===== config.mk =====
export PLATFORM = sky130hd
export DESIGN_NAME = adaptive_gain_ema_filter
export DESIGN_NICKNAME = d
export VERILOG_FILES = /design/src/rtl/agef_pkg.sv /design/src/rtl/adaptive_gain_ema_filter.sv
export SDC_FILE = /design/constraint.sdc
export NUM_CORES = 1
export LEC_CHECK = 0
export ABC_CLOCK_PERIOD_IN_PS = 14800
export BUFFER_PORTS_ARGS = -buffer_cell sky130_fd_sc_hd__buf_2
export CORE_MARGIN = 2
export CORE_UTILIZATION = 43
export DETAILED_ROUTE_END_ITERATION = 7
export PLACE_DENSITY = 0.72
export SYNTH_ARGS = -nofsm -noshare
export SYNTH_HDL_FRONTEND = slang
export SYNTH_SLANG_ARGS = --single-unit
export TNS_END_PERCENT = 20

===== constraint.sdc =====
create_clock -name clock -period 14.8 [get_ports clock]
set_input_delay 0.74 -clock clock [delete_from_list [all_inputs] [get_ports clock]]
set_output_delay 0.74 -clock clock [all_outputs]
set_load 0.005 [all_outputs]

===== src/rtl/agef_pkg.sv =====
// Package for the adaptive gain EMA filter: delta thresholds, gain codes,
// widths and the default channel count. No dependencies.
package agef_pkg;

   localparam int DEFAULT_CHANNELS = 2;

   localparam int SAMPLE_W = 16;
   localparam int GAIN_W   = 16;
   localparam int DIFF_W   = SAMPLE_W + 1;
   localparam int DELTA_W  = 8;

   typedef logic signed [SAMPLE_W-1:0] sample_type;
   typedef logic        [GAIN_W-1:0]   gain_type;
   typedef logic        [DELTA_W-1:0]  delta_type;

   // Whole-mA delta thresholds (strictly greater than)
   localparam delta_type DELTA_LIM_0 = 8'd250;
   localparam delta_type DELTA_LIM_1 = 8'd75;
   localparam delta_type DELTA_LIM_2 = 8'd25;
   localparam delta_type DELTA_LIM_3 = 8'd10;
   localparam delta_type DELTA_LIM_4 = 8'd5;
   localparam delta_type DELTA_LIM_5 = 8'd2;
   localparam delta_type DELTA_MAX   = 8'd255;

   // Gains in unsigned Q0.16, rounded to nearest
   localparam gain_type GAIN_0950 = 16'd62259;
   localparam gain_type GAIN_0800 = 16'd52429;
   localparam gain_type GAIN_0400 = 16'd26214;
   localparam gain_type GAIN_0200 = 16'd13107;
   localparam gain_type GAIN_0100 = 16'd6554;
   localparam gain_type GAIN_0050 = 16'd3277;
   localparam gain_type GAIN_0025 = 16'd1638;

endpackage


===== src/rtl/adaptive_gain_ema_filter.sv =====
// Adaptive gain EMA filter, top level: input register, one-pass update,
// result register. Depends on agef_pkg.
//
//  Channel   Ports                              Transfer
//  -------   --------------------------------   ---------------------------
//  request   req_valid/ready, channel, sample   one sample per transaction
//  response  rsp_valid/ready, filtered          one result per request
//
// One item per cycle while results are taken; a request passes through the input register, then the result register.
// The gain compare, 17x16 magnitude multiply and rounding add sit between the
// input register and the result register, which also writes the channel state.
// A stalled result holds the input register; a new request still enters while
// the input register drains. Reset clears every channel's value and the gain.
module adaptive_gain_ema_filter #(
   parameter int CHANNELS = agef_pkg::DEFAULT_CHANNELS
) (
   input  logic                  clock,
   input  logic                  reset,
   input  logic                  req_valid,
   output logic                  req_ready,
   input  logic                  req_channel,
   input  logic signed [15:0]    req_sample,
   output logic                  rsp_valid,
   input  logic                  rsp_ready,
   output logic signed [15:0]    rsp_filtered
);

   localparam int CH_W   = (CHANNELS > 1) ? $clog2(CHANNELS) : 1;
   localparam int DIFF_W = agef_pkg::DIFF_W;
   localparam int PROD_W = DIFF_W + agef_pkg::GAIN_W;

   // Input register
   logic                 in_valid_ff;
   logic [CH_W-1:0]      in_ch_ff;
   agef_pkg::sample_type in_sample_ff;

   // State
   agef_pkg::sample_type smoothed_ff [CHANNELS];
   agef_pkg::gain_type   gain_ff;
   agef_pkg::gain_type   gain_in;

   // Result register
   logic                 out_valid_ff;
   agef_pkg::sample_type filtered_ff;
   agef_pkg::sample_type filtered_in;

   logic                 advance;
   logic                 fire;
   logic [CH_W-1:0]      req_ch_idx;

   logic signed [DIFF_W-1:0] diff;
   logic [DIFF_W-1:0]        mag;
   agef_pkg::delta_type      delta;
   logic [PROD_W-1:0]        prod;
   logic [PROD_W-1:0]        prod_rnd;
   logic [DIFF_W-1:0]        step_mag;
   logic signed [DIFF_W:0]   step;
   logic signed [DIFF_W:0]   sum;
   agef_pkg::sample_type     cur;

   assign advance   = !out_valid_ff || rsp_ready;
   assign fire      = in_valid_ff && advance;
   assign req_ready = !in_valid_ff || advance;
   assign rsp_valid    = out_valid_ff;
   assign rsp_filtered = filtered_ff;

   // Channel index reduced modulo CHANNELS (one-bit input)
   assign req_ch_idx = (CHANNELS == 1) ? CH_W'(0) : CH_W'(req_channel);

   always_comb begin
      cur   = smoothed_ff[in_ch_ff];
      diff  = DIFF_W'(in_sample_ff) - DIFF_W'(cur);
      mag   = diff[DIFF_W-1] ? DIFF_W'(-diff) : DIFF_W'(diff);
      // whole-mA distance, saturated
      delta = (mag[DIFF_W-1:4] > DIFF_W'(agef_pkg::DELTA_MAX)) ?
              agef_pkg::DELTA_MAX : mag[11:4];

      priority if (delta > agef_pkg::DELTA_LIM_0) gain_in = agef_pkg::GAIN_0950;
      else if (delta > agef_pkg::DELTA_LIM_1)     gain_in = agef_pkg::GAIN_0800;
      else if (delta > agef_pkg::DELTA_LIM_2)     gain_in = agef_pkg::GAIN_0400;
      else if (delta > agef_pkg::DELTA_LIM_3)     gain_in = agef_pkg::GAIN_0200;
      else if (delta > agef_pkg::DELTA_LIM_4)     gain_in = agef_pkg::GAIN_0100;
      else if (delta > agef_pkg::DELTA_LIM_5)     gain_in = agef_pkg::GAIN_0050;
      else if (delta != '0)                       gain_in = agef_pkg::GAIN_0025;
      else                                        gain_in = gain_ff;

      // round half away from zero on the magnitude, then restore the sign
      prod     = PROD_W'(mag) * PROD_W'(gain_in);
      prod_rnd = prod + PROD_W'(32768);
      step_mag = prod_rnd[PROD_W-1:16];
      step     = diff[DIFF_W-1] ? -$signed({1'b0, step_mag}) : $signed({1'b0, step_mag});
      sum      = (DIFF_W+1)'(cur) + step;

      if (sum > (DIFF_W+1)'(32767))
         filtered_in = 16'sh7FFF;
      else if (sum < -(DIFF_W+1)'(32768))
         filtered_in = 16'sh8000;
      else
         filtered_in = sum[15:0];
   end

   always_ff @(posedge clock) begin
      if (reset) begin
         in_valid_ff  <= 1'b0;
         out_valid_ff <= 1'b0;
         gain_ff      <= '0;
         for (int i = 0; i < CHANNELS; i++)
            smoothed_ff[i] <= '0;
      end else begin
         if (req_ready)
            in_valid_ff <= req_valid;
         if (advance)
            out_valid_ff <= in_valid_ff;
         if (fire) begin
            gain_ff               <= gain_in;
            smoothed_ff[in_ch_ff] <= filtered_in;
         end
      end
   end

   always_ff @(posedge clock) begin
      if (req_ready && req_valid) begin
         in_ch_ff     <= req_ch_idx;
         in_sample_ff <= req_sample;
      end
      if (fire)
         filtered_ff <= filtered_in;
   end

endmodule

### Word-level counts from Yosys, hierarchy flattened

Memories as Yosys holds them, arrays and structs flattened. A register that Yosys moved wholly into a read port is not among the register bits.
Cells that the tools add are included.

* add/sub/neg operators: 5
* multiply operators: 1
* $lt $le $gt $ge: 9
* muxes and demuxes: 21
* reductions and logical operators: 8

Operator list (count)
* 16-bit 2-to-1 mux: 10
* 33-bit by 16-bit adder with 33-bit output (second input constant): 1
* 17-bit by 16-bit multiplier with 33-bit output: 1
* 16-bit by 18-bit adder with 18-bit output: 1
* 18-bit by 16-bit greater-than comparator with 1-bit output (second input constant): 1
* 18-bit by 16-bit less-than comparator with 1-bit output (second input constant): 1
* 18-bit 2-to-1 mux: 1
* 17-bit negation with 18-bit output: 1
* 17-bit 2-to-1 mux: 1
* 17-bit negation: 1
* 16-bit by 16-bit subtractor with 17-bit output: 1
* 16-bit OR reduction: 1
* 13-bit by 8-bit greater-than comparator with 1-bit output (second input constant): 1
* 8-bit by 2-bit greater-than comparator with 1-bit output (second input constant): 1
* 8-bit by 3-bit greater-than comparator with 1-bit output (second input constant): 1
* 8-bit by 4-bit greater-than comparator with 1-bit output (second input constant): 1
* 8-bit by 5-bit greater-than comparator with 1-bit output (second input constant): 1
* 8-bit by 7-bit greater-than comparator with 1-bit output (second input constant): 1
* 8-bit greater-than comparator (second input constant): 1
* 1-bit 2-to-1 mux: 8
* 8-bit 2-to-1 mux: 1
* 8-bit nonzero test: 1
* 1-bit logical AND: 2
* 1-bit logical NOT: 2
* 1-bit logical OR: 2

* register bits after elaboration: 51
* memory bits (writable): 32
* input bits: 21
* output and inout bits: 18
* word-level logic and storage cells: 51
* memories kept: 1

Memory list
* smoothed_ff: depth 2, bits a word 16, rd ports 1, clocked after memory_dff 1, write ports 2, line adaptive_gain_ema_filter.sv:38 `agef_pkg::sample_type smoothed_ff [CHANNELS];`

### Logic depth before layout (Yosys ltp)

Gate-level depths: netlist of the first run.

* depth in word-level cells: 22
* mapped depth: 69
* mapped depth without buffers: 62

### Worst setup path before layout of the first run

Ideal clock, no wire load.

* path type: register to register
* start point: reg with a tool-made name
* end point: mem smoothed_ff[1][10] in the netlist's numbering, data pin
* setup time: 0.169 ns
* data arrival time: 14.219 ns
* required time: 14.631 ns
* slack: 0.411 ns
* stages on the path, launching flop included: 63
* buffers on the path: 6
* clock period less this slack: 14.389 ns
* path through: dfxtp_1 > clkbuf_1 > clkbuf_1 > mux2i_1 > inv_1 > fa_1 > nand2b_1 > a21oi_1 > xnor2_1 > o2111ai_1 > nor4_4 > o31ai_2 > mux2i_1 > o32ai_1 > and2_1 > buf_2 > nand2_1 > or2_2 > [... 27 more ...] > xnor2_1 > ha_1 > a21boi_0 > o21ai_0 > a21boi_0 > o21ai_0 > a21oi_1 > o21a_1 > o31a_1 > or2_2 > a211oi_1 > nand2b_1 > a311oi_1 > a211oi_4 > or2_1 > buf_4 > buf_6 > o31ai_1

RTL lines (line)
* end, declared: adaptive_gain_ema_filter.sv:38

==> flow_metrics.env, run 1 <==
export IMPL_outcome="finished clean"
export IMPL_hold_viol=0
export IMPL_io_pins=39
export IMPL_period_minus_slack_ns=14.13
export IMPL_portBuffers=38
export IMPL_coreArea_um2=36300
export IMPL_synth_seq_cells=84
export IMPL_syn_area_per_cell_um2=8.83
export IMPL_nNetsFinal=2249
export IMPL_hold_depth=2
export IMPL_grt_pass1_vias=12906
export IMPL_criticalPathCategory="reg2reg"
export IMPL_dpl_cell_area_um2=16800
export IMPL_maxSlewViolCount=0
export IMPL_end_kind="flip-flop"
export IMPL_slew_headroom=0.361
export IMPL_grtUsageTotal=0.226
export IMPL_required_ns=14.96
export IMPL_clkSlewWorstSetupHoldPaths_ns=0.07
export IMPL_dp_hpwl_um=35200
export IMPL_area_delta_synth_final_pct=11.1
export IMPL_vias_per_cell=5.47
export IMPL_rows=70
export IMPL_min_delay_start="gain_ff[9]"
export IMPL_antenna_found_initial=0
export IMPL_setup_violations=0
export IMPL_tightest_slew_ns=0.958
export IMPL_final_cell_mix="330 x inv_1, 208 x fa_1, 207 x nor2_1, 147 x ha_1, 82 x a21oi_1"
export IMPL_cts_root_buf="clkbuf_16"
export IMPL_wirelength_um=42400
export IMPL_n_fill_cell=3381
export IMPL_cts_buffers=9
export IMPL_die_area_um2=38300
export IMPL_max_freq_ghz=0.0708
export IMPL_wl_per_cell_um=18.1
export IMPL_timing_final_ws_setup_ns=0.666
export IMPL_fin_crit_sh=0.955
export IMPL_cp_max_fo=17
export IMPL_drv_cap=0
export IMPL_regToRegSetupSlack_ns=0.67
export IMPL_synth_area_um2=15800
export IMPL_crit_slowest_cell="fa_1"
export IMPL_first_iter_violations=971
export IMPL_min_to="gain_ff[9]"
export IMPL_min_path_type="reg2reg"
export IMPL_drive_above_1_share=0.138
export IMPL_r2r_end="smoothed_ff[1][1]"
export IMPL_seq_area_frac_synth=0.148
export IMPL_grt_ovfl_total=0
export IMPL_dp_slack_ns=-0.376
export IMPL_h_tree_depth=3
export IMPL_clock_sinks=84
export IMPL_final_area_um2=17500
export IMPL_dr_pass1_iters=5
export IMPL_whs_ns=0.463
export IMPL_cts_tree="built"
export IMPL_r2r_cells=53
export IMPL_cp_start_kind="flip-flop"
export IMPL_diodes=0
export IMPL_place_gp_congestion=0.948
export IMPL_cts_max_path_buffers=2
export IMPL_die_w_um=196
export IMPL_async_flop_share=0
export IMPL_ant_nets=0
export IMPL_skew_ns=0.0118
export IMPL_layout_commonest_cell="inv_1"
export IMPL_vias=12805
export IMPL_die_y_um=196
export IMPL_grt_max_degree=46
export IMPL_initial_utilization=0.434
export IMPL_netlist_instances=1788
export IMPL_arrival_ns=14.30
export IMPL_cp_common_cell="fa_1"
export IMPL_route_detailed_drc=0
export IMPL_cpPeakStageDelay_ns=0.58
export IMPL_synth_ff_type="edfxtp_1"
export IMPL_clk_latency_ns=0.34
export IMPL_yosys_warnings=0
export IMPL_synth_distinct_cells=99
export IMPL_grt_pass1_wl_um=68200
export IMPL_synth_edf_count=65
==> metal layers <==
| metal | vias to the layer above | share of wire | track usage |
|---|---|---|---|
| met5 | - | 0 | 0 |
| met2 | 393 | 0.48 | 0.378 |
| li1 | 6050 | - | - |
| met3 | 81 | 0.051 | 0.0273 |
| met1 | 6281 | 0.43 | 0.303 |
| met4 | 0 | 0.038 | 0.0820 |
==> timing repair <==
item                                    in CTS  in global routing
resized for setup                           13                 64
hold buffers                                 0                  0
pin swaps                                    1                 23
gates cloned                                 0                  2
setup buffers                                5                 11
endpoints found under the setup margin      45                 48
==> cells in the mapped netlist, types with 9 or more instances <==
cell	n	share of area
nand2b_1	15	0.0059
edfxtp_1	65	0.12
a211oi_1	18	0.0086
clkbuf_1	51	0.012
xor2_1	32	0.018
mux2i_1	20	0.013
ha_1	150	0.12
a21oi_1	87	0.028
inv_1	330	0.078
fa_1	209	0.27
nor2_1	215	0.051
or2_2	31	0.012
and2_1	9	0.0036
o21ai_0	45	0.014
o211ai_1	10	0.0048
xnor2_1	49	0.027
buf_2	9	0.0029
o31ai_1	31	0.015
nand4_1	13	0.0052
dfxtp_1	19	0.024
nor3_1	22	0.0070
o2111ai_1	9	0.0050
nor2b_1	13	0.0052
o21a_1	19	0.0090
nand2_1	62	0.015
a21o_1	35	0.017
nand3_1	35	0.011
o21ai_1	26	0.0082
==> sequential cells by signal, summed over array words and instances (netlist names), named ones only <==
signal,cells
in_sample_ff,16
rsp_filtered,16
gain_ff,16
smoothed_ff,32
in_valid_ff,1
in_ch_ff,1
rsp_valid,1
==> final cells by class <==
type	instances	area, um2	share of cell area
clock buffer	10	229	0.0131
tap	468	586	0.0334
timing repair buffer	116	808	0.0461
sequential	84	2330	0.133
inverter	332	1250	0.0711
multi-input combinational	1326	12300	0.699
clock inverter	6	72.6	0.00414
==> worst max-delay path, delay by kind of cell, from the launching register on <==
family | cells | cell delay [ns]
fa+ha+maj | 10 | 4.51
compound gates | 19 | 4.12
simple gates | 15 | 3.33
buf+inv | 5 | 0.67
mux | 2 | 0.54
xor+xnor | 2 | 0.42
flops | 1 | 0.36
==> worst max path at each step <==
stage	endpoint	slack, ns	cells after the start
floorplan	smoothed_ff[1][10]	0.41	62
global placement	smoothed_ff[0][0]	-0.14	60
detailed placement	smoothed_ff[0][5]	-0.38	56
CTS	smoothed_ff[1][3]	0.05	62
global route	smoothed_ff[1][1]	-0.05	62
finish	smoothed_ff[1][1]	0.67	53
==> stage by stage <==
| step | cells | utilization | setup TNS, ns |
|---|---|---|---|
| after CTS | 2329 | 0.472 | 0 |
| final | 2342 | 0.482 | 0 |
| after detailed placement | 2308 | 0.462 | -12.93 |
| after floorplan | 1816 | - | 0 |
| after global placement | 2308 | 0.462 | -4.02 |
| after global routing | 2342 | 0.482 | -0.262 |
==> cells by family (layout without fill, tap and decap cells) <==
family | after synthesis | count (layout) | synth area share
DFF | 84 | 84 | 0.148
muxes | 25 | 25 | 0.0163
other | 2 | 30 | 0.000476
xor gates and xnor gates | 87 | 87 | 0.0511
and+or+nand+nor | 468 | 470 | 0.141
buffers and inverters | 408 | 464 | 0.102
adders and majority gates | 359 | 359 | 0.384
AOI/OAI and AO/OA | 355 | 355 | 0.157
Power of run 1 is left out: the tool's default activity adds up to more than one toggle a clock period on the data nets, which glitch-free logic cannot reach.
==> run 2, diff against run 1 <==
- ABC_AREA: unset -> 1
==> run 2 against run 1 <==
  * Worst hold slack better by 0.051 ns
  * Flip-flop and latch count unchanged
  * Synthesized cell count up 13%
  * Largest cell class unchanged
  * Non-clock buffer count down 52
  * Final cell count up 8.8%
  * Routed wire length down 3.0%
  * Global-route usage down 0.14 points
  * Utilization down 1.1 points
  * Clock-buffer cell count down 1
  * Fmax up 1.6%
  * Die area down 1.8%
==> flow_metrics.env, run 2 <==
export IMPL_skew_ns=0.0119
export IMPL_largest_reg_flops=32
export IMPL_yosys_warnings=0
export IMPL_clkSlewWorstSetupHoldPaths_ns=0.08
export IMPL_fin_util=0.471
export IMPL_yosysTopAreaCell="fa_1"
export IMPL_place_gp_congestion=0.936
export IMPL_drive_above_1_share=0.0882
export IMPL_h_tree_depth=3
export IMPL_synth_edf_count=65
export IMPL_regMostFlops="smoothed_ff"
export IMPL_outcome="finished clean"
export IMPL_die_w_um=194
export IMPL_wl_per_cell_um=16.2
export IMPL_cts_tree="built"
export IMPL_cts_root_buf="clkbuf_16"
export IMPL_maxSlewViolCount=0
export IMPL_fin_setup_tns_ns=0
export IMPL_drv_cap=0
export IMPL_max_freq_ghz=0.0719
export IMPL_ys_top_cells_by_count="507 x inv_1, 350 x nand2_1, 223 x nor2_1"
export IMPL_cp_max_fo=26
export IMPL_vias=12890
export IMPL_seq_area_frac_synth=0.150
export IMPL_netlist_instances=2016
export IMPL_period_minus_slack_ns=13.91
export IMPL_synth_top_area_frac=0.270
export IMPL_grtUsageTotal=0.225
export IMPL_diodes=0
export IMPL_ant_nets=0
export IMPL_hold_viol=0
export IMPL_cpPeakStageDelay_ns=0.64
export IMPL_dp_hpwl_um=35000
export IMPL_route_detailed_drc=0
export IMPL_coreArea_um2=35600
export IMPL_synth_ff_type="edfxtp_1"
export IMPL_die_area_um2=37600
export IMPL_cts_buffers=9
export IMPL_antenna_found_initial=0
export IMPL_min_path_type="reg2reg"
export IMPL_layout_commonest_cell="inv_1"
export IMPL_grt_pass1_wl_um=67100
export IMPL_grt_ovfl_total=0
export IMPL_cts_max_path_buffers=2
export IMPL_clock_sinks=84
export IMPL_clk_latency_ns=0.36
export IMPL_crit_slowest_cell="fa_1"
export IMPL_arrival_ns=14.09
export IMPL_cp_start_kind="flip-flop"
export IMPL_n_fill_cell=3523
export IMPL_portBuffers=38
export IMPL_tightest_slew_ns=0.841
export IMPL_async_flop_share=0
export IMPL_final_cell_mix="505 x inv_1, 346 x nand2_1, 221 x nor2_1, 209 x fa_1, 148 x ha_1"
export IMPL_ys_top_cells_by_area="fa_1 27%, edfxtp_1 13%, inv_1 12%"
export IMPL_nNetsFinal=2461
export IMPL_setup_violations=0
export IMPL_grt_max_degree=39
export IMPL_first_iter_violations=978
export IMPL_dr_pass1_iters=6
export IMPL_area_delta_synth_final_pct=8.09
export IMPL_end_kind="flip-flop"
export IMPL_synth_seq_cells=84
export IMPL_cpLargestDelayFamily="adder cells"
export IMPL_slew_headroom=0.439
export IMPL_grt_pass1_vias=13048
export IMPL_syn_area_per_cell_um2=7.69
export IMPL_required_ns=14.97
export IMPL_wirelength_um=41200
export IMPL_initial_utilization=0.436
export IMPL_die_y_um=194
export IMPL_rows=69
export IMPL_vias_per_cell=5.06
export IMPL_synth_distinct_cells=51
export IMPL_rsz0062_at_grt="false"
export IMPL_fin_crit_sh=0.940
export IMPL_synth_most_common_cell="inv_1"
export IMPL_worst_path_buf_inv=11
export IMPL_criticalPathCategory="reg2reg"
export IMPL_io_pins=39
export IMPL_synth_area_um2=15500
## run 2: cell types whose count changed after synthesis, moves of 23 or more
cell      before  now
nand2_1       62  350
inv_1        330  507
nand3_1       35   81
xnor2_1       49    7
o31ai_1       31    1
a21o_1        35    6
nand2_2        0   28
or2_2         31    4
clkbuf_1      51   28
## run 2: stage by stage
| step | std cells | setup slack [ns] | hold WS, ns | instance area [um2] |
|---|---|---|---|---|
| final | 2547 | 0.886 | 0.514 | 16800 |
| after global routing | 2547 | 0.00164 | 0.533 | 16800 |
| after CTS | 2540 | 0.251 | 0.515 | 16600 |
| after detailed placement | 2524 | 0.405 | 0.489 | 16300 |
| after global placement | 2524 | 0.660 | 0.489 | 16300 |
| after floorplan | 2044 | 2.30 | 0.459 | 15600 |
## run 2: logic make-up (layout without fill, tap and decap cells)
kind of cell / Yosys count / count (layout) / share of synthesized area
DFF: 84 / 84 / 0.150
other: 2 / 30 / 0.000485
and+or+nand+nor: 744 / 744 / 0.211
adders and majority gates: 359 / 359 / 0.391
buffers and inverters: 561 / 603 / 0.139
xor gates and xnor gates: 47 / 47 / 0.0295
muxes: 1 / 1 / 0.000727
AOI/OAI and AO/OA: 218 / 218 / 0.0775
## run 2: layout make-up
| class | instances | area [um2] | area share |
|---|---|---|---|
| multi-input combinational | 1399 | 11200 | 0.666 |
| sequential | 84 | 2330 | 0.139 |
| inverter | 523 | 1980 | 0.118 |
| tap | 461 | 577 | 0.0344 |
| timing repair buffer | 64 | 402 | 0.0240 |
| clock buffer | 9 | 225 | 0.0134 |
| clock inverter | 7 | 76.3 | 0.00456 |
## run 2: worst paths after layout
| path | slack [ns] | depth (start not counted) | start | to |
|---|---|---|---|---|
| min | 0.51 | 2 | rsp_valid | rsp_valid |
| min reg2reg | 0.51 | 2 | rsp_valid | rsp_valid |
| max reg2reg | 0.89 | 67 | flip-flop | smoothed_ff[0][3] |
| max | 0.89 | 67 | flip-flop | smoothed_ff[0][3] |
## run 2: worst reg2reg max path, delay by kind of cell (launching register included)
kind / cells / cell delay, ns
adders and majority gates: 9 / 4.36
and+or+nand+nor: 26 / 3.86
AOI/OAI and AO/OA: 19 / 3.55
buffers and inverters: 11 / 1.17
xor gates and xnor gates: 2 / 0.40
DFF: 1 / 0.37
## run 2: routing by layer
layer  global-route usage  vias up  part of all wire
met5                    0        -                 0
met4               0.0550        0             0.023
met3               0.0416       66             0.065
met2                0.372      408              0.48
met1                0.306     6202              0.44
li1                     -     6214                 -
## run 2: timing repair
action                     4_1_cts  5_1_grt
setup endpoints to repair        0       48
gates resized for setup          0       23
hold buffers                     0        0
setup buffers                    0        7
Power of run 2 is left out for the same reason.
